<file path="src/kvs_pkg.sv">
// Shared types and codes for the transactional key-value store.
// No dependencies.
package kvs_pkg;

    localparam logic [2:0] FN_SET      = 3'd0;
    localparam logic [2:0] FN_DELETE   = 3'd1;
    localparam logic [2:0] FN_GET      = 3'd2;
    localparam logic [2:0] FN_BEGIN    = 3'd3;
    localparam logic [2:0] FN_COMMIT   = 3'd4;
    localparam logic [2:0] FN_ROLLBACK = 3'd5;

    localparam logic [1:0] ST_OK   = 2'd0;
    localparam logic [1:0] ST_MISS = 2'd1;
    localparam logic [1:0] ST_FULL = 2'd2;

    localparam logic signed [31:0] MISSING = -32'sd1;

    typedef struct packed {
        logic [2:0]         func;
        logic signed [31:0] key;
        logic signed [31:0] value;
    } t_req;

    typedef struct packed {
        logic signed [31:0] read_value;
        logic [1:0]         status;
    } t_rsp;

    // controller -> datapath
    typedef struct packed {
        logic load;       // capture request, clear result
        logic scan_clr;   // restart scan counters and hit/free flags
        logic t_step;     // compare table entry, advance
        logic p_step;     // compare pending entry, advance
        logic t_write;    // write key/value at hit or first free slot
        logic t_erase;    // drop hit table entry
        logic p_write;    // write pending entry at hit or first free slot
        logic c_clr;      // commit slot counter to zero
        logic c_inc;      // next commit slot
        logic c_sel;      // pending read address from commit counter
        logic c_load;     // take operation from pending entry
        logic txn_open;
        logic txn_close;
        logic res_val;    // result = recorded hit value
        logic res_miss;   // result = -1, miss
        logic res_nohit;  // status miss only
        logic res_full;
    } t_cmd;

    // datapath -> controller
    typedef struct packed {
        logic t_hit;
        logic t_last;
        logic p_hit;
        logic p_last;
        logic found;
        logic free;
        logic hdel;
        logic in_txn;
        logic cused;
        logic clast;
        logic op_del;
    } t_sts;

endpackage

</file>
<file path="src/kvs_ctrl.sv">
// Controller state machine: sequences scans, writes and the commit walk.
// Depends on kvs_pkg.
module kvs_ctrl (
    input  logic          i_clk,
    input  logic          i_rst_n,
    input  logic          i_start,
    input  logic [2:0]    i_func,
    input  kvs_pkg::t_sts i_sts,
    output kvs_pkg::t_cmd o_cmd,
    output logic          o_busy,
    output logic          o_done
);

    typedef enum logic [10:0] {
        S_IDLE  = 11'b000_0000_0001,
        S_T_RD  = 11'b000_0000_0010,
        S_T_CMP = 11'b000_0000_0100,
        S_T_ACT = 11'b000_0000_1000,
        S_P_RD  = 11'b000_0001_0000,
        S_P_CMP = 11'b000_0010_0000,
        S_P_ACT = 11'b000_0100_0000,
        S_C_RD  = 11'b000_1000_0000,
        S_C_LD  = 11'b001_0000_0000,
        S_C_END = 11'b010_0000_0000,
        S_DONE  = 11'b100_0000_0000
    } t_state;

    t_state     r_state, n_state;
    logic [2:0] r_func, n_func;
    logic       r_commit, n_commit;

    always_ff @(posedge i_clk) begin
        if (!i_rst_n) begin
            r_state  <= S_IDLE;
            r_func   <= kvs_pkg::FN_SET;
            r_commit <= 1'b0;
        end else begin
            r_state  <= n_state;
            r_func   <= n_func;
            r_commit <= n_commit;
        end
    end

    always_comb begin
        n_state  = r_state;
        n_func   = r_func;
        n_commit = r_commit;
        o_cmd    = '0;
        unique case (r_state)
            S_IDLE: begin
                if (i_start) begin
                    o_cmd.load = 1'b1;
                    n_func     = i_func;
                    n_commit   = 1'b0;
                    n_state    = S_DONE;
                    unique case (i_func) inside
                        kvs_pkg::FN_SET, kvs_pkg::FN_DELETE, kvs_pkg::FN_GET: begin
                            o_cmd.scan_clr = 1'b1;
                            n_state = i_sts.in_txn ? S_P_RD : S_T_RD;
                        end
                        kvs_pkg::FN_BEGIN: begin
                            o_cmd.txn_open = 1'b1;
                        end
                        kvs_pkg::FN_COMMIT: begin
                            if (i_sts.in_txn) begin
                                o_cmd.c_clr = 1'b1;
                                n_commit    = 1'b1;
                                n_state     = S_C_RD;
                            end
                        end
                        kvs_pkg::FN_ROLLBACK: begin
                            o_cmd.txn_close = i_sts.in_txn;
                        end
                        default: ;
                    endcase
                end
            end
            S_T_RD: n_state = S_T_CMP;
            S_T_CMP: begin
                o_cmd.t_step = 1'b1;
                n_state = (i_sts.t_hit || i_sts.t_last) ? S_T_ACT : S_T_RD;
            end
            S_T_ACT: begin
                if (r_func == kvs_pkg::FN_GET) begin
                    o_cmd.res_val  = i_sts.found;
                    o_cmd.res_miss = !i_sts.found;
                end else if (i_sts.op_del) begin
                    o_cmd.t_erase   = i_sts.found;
                    o_cmd.res_nohit = !i_sts.found && !r_commit;
                end else begin
                    o_cmd.t_write  = 1'b1;
                    o_cmd.res_full = !i_sts.found && !i_sts.free;
                end
                if (!r_commit) begin
                    n_state = S_DONE;
                end else if (i_sts.clast) begin
                    n_state = S_C_END;
                end else begin
                    o_cmd.c_inc = 1'b1;
                    n_state = S_C_RD;
                end
            end
            S_P_RD: n_state = S_P_CMP;
            S_P_CMP: begin
                o_cmd.p_step = 1'b1;
                n_state = (i_sts.p_hit || i_sts.p_last) ? S_P_ACT : S_P_RD;
            end
            S_P_ACT: begin
                n_state = S_DONE;
                if (r_func == kvs_pkg::FN_GET) begin
                    if (i_sts.found) begin
                        o_cmd.res_miss = i_sts.hdel;
                        o_cmd.res_val  = !i_sts.hdel;
                    end else begin
                        // not pending: fall through to the table
                        o_cmd.scan_clr = 1'b1;
                        n_state = S_T_RD;
                    end
                end else begin
                    o_cmd.p_write  = 1'b1;
                    o_cmd.res_full = !i_sts.found && !i_sts.free;
                end
            end
            S_C_RD: begin
                o_cmd.c_sel = 1'b1;
                if (i_sts.cused) begin
                    n_state = S_C_LD;
                end else if (i_sts.clast) begin
                    n_state = S_C_END;
                end else begin
                    o_cmd.c_inc = 1'b1;
                end
            end
            S_C_LD: begin
                o_cmd.c_load   = 1'b1;
                o_cmd.scan_clr = 1'b1;
                n_state = S_T_RD;
            end
            S_C_END: begin
                o_cmd.txn_close = 1'b1;
                n_state = S_DONE;
            end
            S_DONE: n_state = S_IDLE;
            default: n_state = S_IDLE;
        endcase
    end

    assign o_busy = (r_state != S_IDLE);
    assign o_done = (r_state == S_DONE);

endmodule

</file>
<file path="config.mk">
export PLATFORM = sky130hd
export DESIGN_NAME = kvs_ctrl
export DESIGN_NICKNAME = d
export VERILOG_FILES = /design/src/kvs_pkg.sv /design/src/kvs_ctrl.sv
export SDC_FILE = /design/constraint.sdc
export NUM_CORES = 1
export LEC_CHECK = 0
export ABC_AREA = 1
export BUFFER_PORTS_ARGS = -buffer_cell sky130_fd_sc_hd__buf_2
export CAP_MARGIN = 20
export CELL_PAD_IN_SITES_DETAIL_PLACEMENT = 2
export CELL_PAD_IN_SITES_GLOBAL_PLACEMENT = 2
export CORE_MARGIN = 5
export CORE_UTILIZATION = 27
export DETAILED_ROUTE_END_ITERATION = 12
export PLACE_DENSITY_LB_ADDON = 0.1
export SYNTH_ARGS = -nofsm -noshare
export SYNTH_HDL_FRONTEND = slang
export SYNTH_SLANG_ARGS = --single-unit
</file>
<file path="constraint.sdc">
create_clock -name i_clk -period 2.6 [get_ports i_clk]
set_input_delay 0.52 -clock i_clk [delete_from_list [all_inputs] [get_ports i_clk]]
set_output_delay 0.52 -clock i_clk [all_outputs]
set_load 0.02 [all_outputs]
</file>
==> results.toml <==
[synth]
yosys_warnings = 0
synth-async-reset-ratio_pct = 0
avgSynthCellArea_sq_um = 6.28
synth_most_common_cell = "nand2_1"
yosysUniqueCellTypes = 27
synthesis.area_sq_um = 1090
synth_top_area_share_pct = 27.6
syn_inst = 173
synthFlopType = "dfxtp_1"
synth.area.top_cells = "dfxtp_1, nand2_1, inv_1"
yosys.area.top_type = "dfxtp_1"
ys_ff_latch = 15
synthTopCellsByCount = "nand2_1, inv_1, nor2_1, dfxtp_1, nand3_1"
syn_nets = 190
synth_edf_count = 0
seq_area_frac_synth_pct = 27.6

[finish]
area_growth_syn_to_layout_pct = 26.1
diodes = 0
fill_cells = 491
final_cells = 262
layout-drive-gt1-share_pct = 31.6
nets = 230
post-route-util_pct = 34.8
final_area_sq_um = 1370

[worst_setup_path]
critPathRequiredTime_ns = 2.08
cp-start-kind = "flop"
endpoint_kind = "output port"
cp.arrival_ns = 1.80
critical_path_class = "reg2out"
critPathMaxFanout = 7

[clock_network]
post_cts_resized = 0
clockBufferDepth = 2
cts_hold_buf = 0
root_buffer = "clkbuf_8"
cts_made_buffers = 3
cts_sinks = 15
path_clk_slew_ns = 0.07
insertion_delay_ns = 0.26
cts_tree = "yes"
h-tree-depth = 1
postCtsSetupRepairBufs = 0

[power]
power.density_nw_per_um2 = 561
ir_drop_mv = 0.205
combPwrFrac_pct = 40.1
seqPwrFrac_pct = 34.1
switchingPower_uw = 321
p_int_uw = 448
p_leak_nw = 0.724
clock_power_share_pct = 25.8
swShare_pct = 41.7

[timing]
worst_slack_ns = 0.281
finalSetupViolCount = 0
worst_pin_slew_ns = 0.373
period_needed_ns = 2.32
rsz0062_at_grt = "false"
final.period_utilization_pct = 89.2
hold_violations = 0
slew_headroom_pct = 75.0
fmax_mhz = 431
fin_skew_ns = 0.00572
final_max_slew_viol_count = 0
setup-tns-final_ns = 0

[global_route]
grt.total_usage_pct = 15.7
grtUsageMet1_pct = 18.6
antenna_found_initial = 0
globalRouteMet2Util_pct = 28.9
top_usage_layer = "met2"
grt_max_degree = 10
grt_overflow = 0
grt_pass1_vias = 1347
grt_pass1_wl_um = 6510
met3_usage_pct = 2.60

[floorplanning]
core_sq_um = 3940
dieArea_sq_um = 5400
die_y_um = 73.5
ios = 36
start_util_pct = 27.6
die_w_um = 73.5
rows = 23

[drt]
drt_iter0_markers = 24
ant_nets = 0
viasPerCell = 4.65
drt-wirelength-per-cell_um = 14.7
drtPass1Iterations = 4
route.detailed.drc = 0
drt_wl_total_um = 3860
vias = 1219

[place]
place.gp.congestion = 0.785
io_buffers = 35
post-place-cells = 258
hpwl_um = 3360
placed_cell_area_sq_um = 1330
pre_cts_ws_ns = 0.565

[status]
outcome = "complete, no violations"

[min_path]
hp-class = "reg2reg"

[flow_run]
drv_cap = 0
## power by group through the flow
stage	clock [mW]	combinational [mW]	sequential, mW
floorplan	0	0.225	0.264
global placement	0	0.301	0.266
detailed placement	0	0.310	0.268
CTS	0.200	0.313	0.262
global route	0.214	0.338	0.265
finish	0.198	0.309	0.262
## sequential cells by signal, summed over array words and instances, names as in the netlist
register and count:
r_state 11, r_func 3, r_commit 1
## path summary, 6_finish.rpt
check / startpoint / endpoint / slack [ns] / cells past startpoint
worst max-delay path: r_state[4]$_SDFFE_PN0P_ / o_cmd[5] / 0.28 / 8
worst max register to register: r_state[4]$_SDFFE_PN0P_ / r_state[2]$_SDFFE_PN0P_ / 1.06 / 10
worst min-delay path: r_func[0]$_SDFFE_PN0P_ / r_func[0]$_SDFFE_PN0P_ / 0.49 / 2
worst min register to register: r_func[0]$_SDFFE_PN0P_ / r_func[0]$_SDFFE_PN0P_ / 0.49 / 2
## metal layers
metal	wire length [um]	up-vias	part of all wire, %
met1	1660	579	43
met2	2050	20	53
li1	-	616	-
met3	106	4	2.7
met5	0	-	0
met4	43	0	1.1
## through the flow
stage	power [mW]	hold WS, ns
6_report	0.769	0.486
3_5_place_dp	0.577	0.477
5_1_grt	0.818	0.535
4_1_cts	0.775	0.489
2_1_floorplan	0.489	0.451
3_3_place_gp	0.567	0.464
## final cells by class
cell class	count	area, sq um	share of cell area [%]
clock buffer	3	41.3	3.01
clock inverter	1	5.00	0.365
sequential	15	300	21.9
multi-input combinational	122	649	47.4
inverter	36	138	10.0
timing repair buffer	35	175	12.8
tap	50	62.6	4.56
## worst max-delay path, cell delays in order, from the launching register on
cell and delay (ns):
dfxtp_1 0.33, nor2_1 0.18, nand2_2 0.15, nor2_8 0.16, nand2_4 0.13, nor2_8 0.15
inv_2 0.08, nor4_2 0.15, buf_2 0.22
## kinds of logic after synthesis
kind of cell           after synthesis  synth area share [%]
buffers and inverters               36                  12.7
DFF                                 15                  27.6
and+or+nand+nor                    101                  48.1
AOI/OAI and AO/OA                   21                  11.6
## placed cells by master (no fill, tap or decap), types with 3 or more instances in the layout
master    synthesis  layout
nand2_1          35      35
clkbuf_8          0       3
nand4_1           3       3
o21ai_1           6       6
nor3_1            7       7
inv_1            30      30
buf_2             0      35
a21oi_1           5       5
dfxtp_1          15      15
inv_2             5       5
nand3_1           8       8
nor2_1           28      28
nor2_2            3       3
nand2_2           6       6
(Power assumes the default switching activity.)
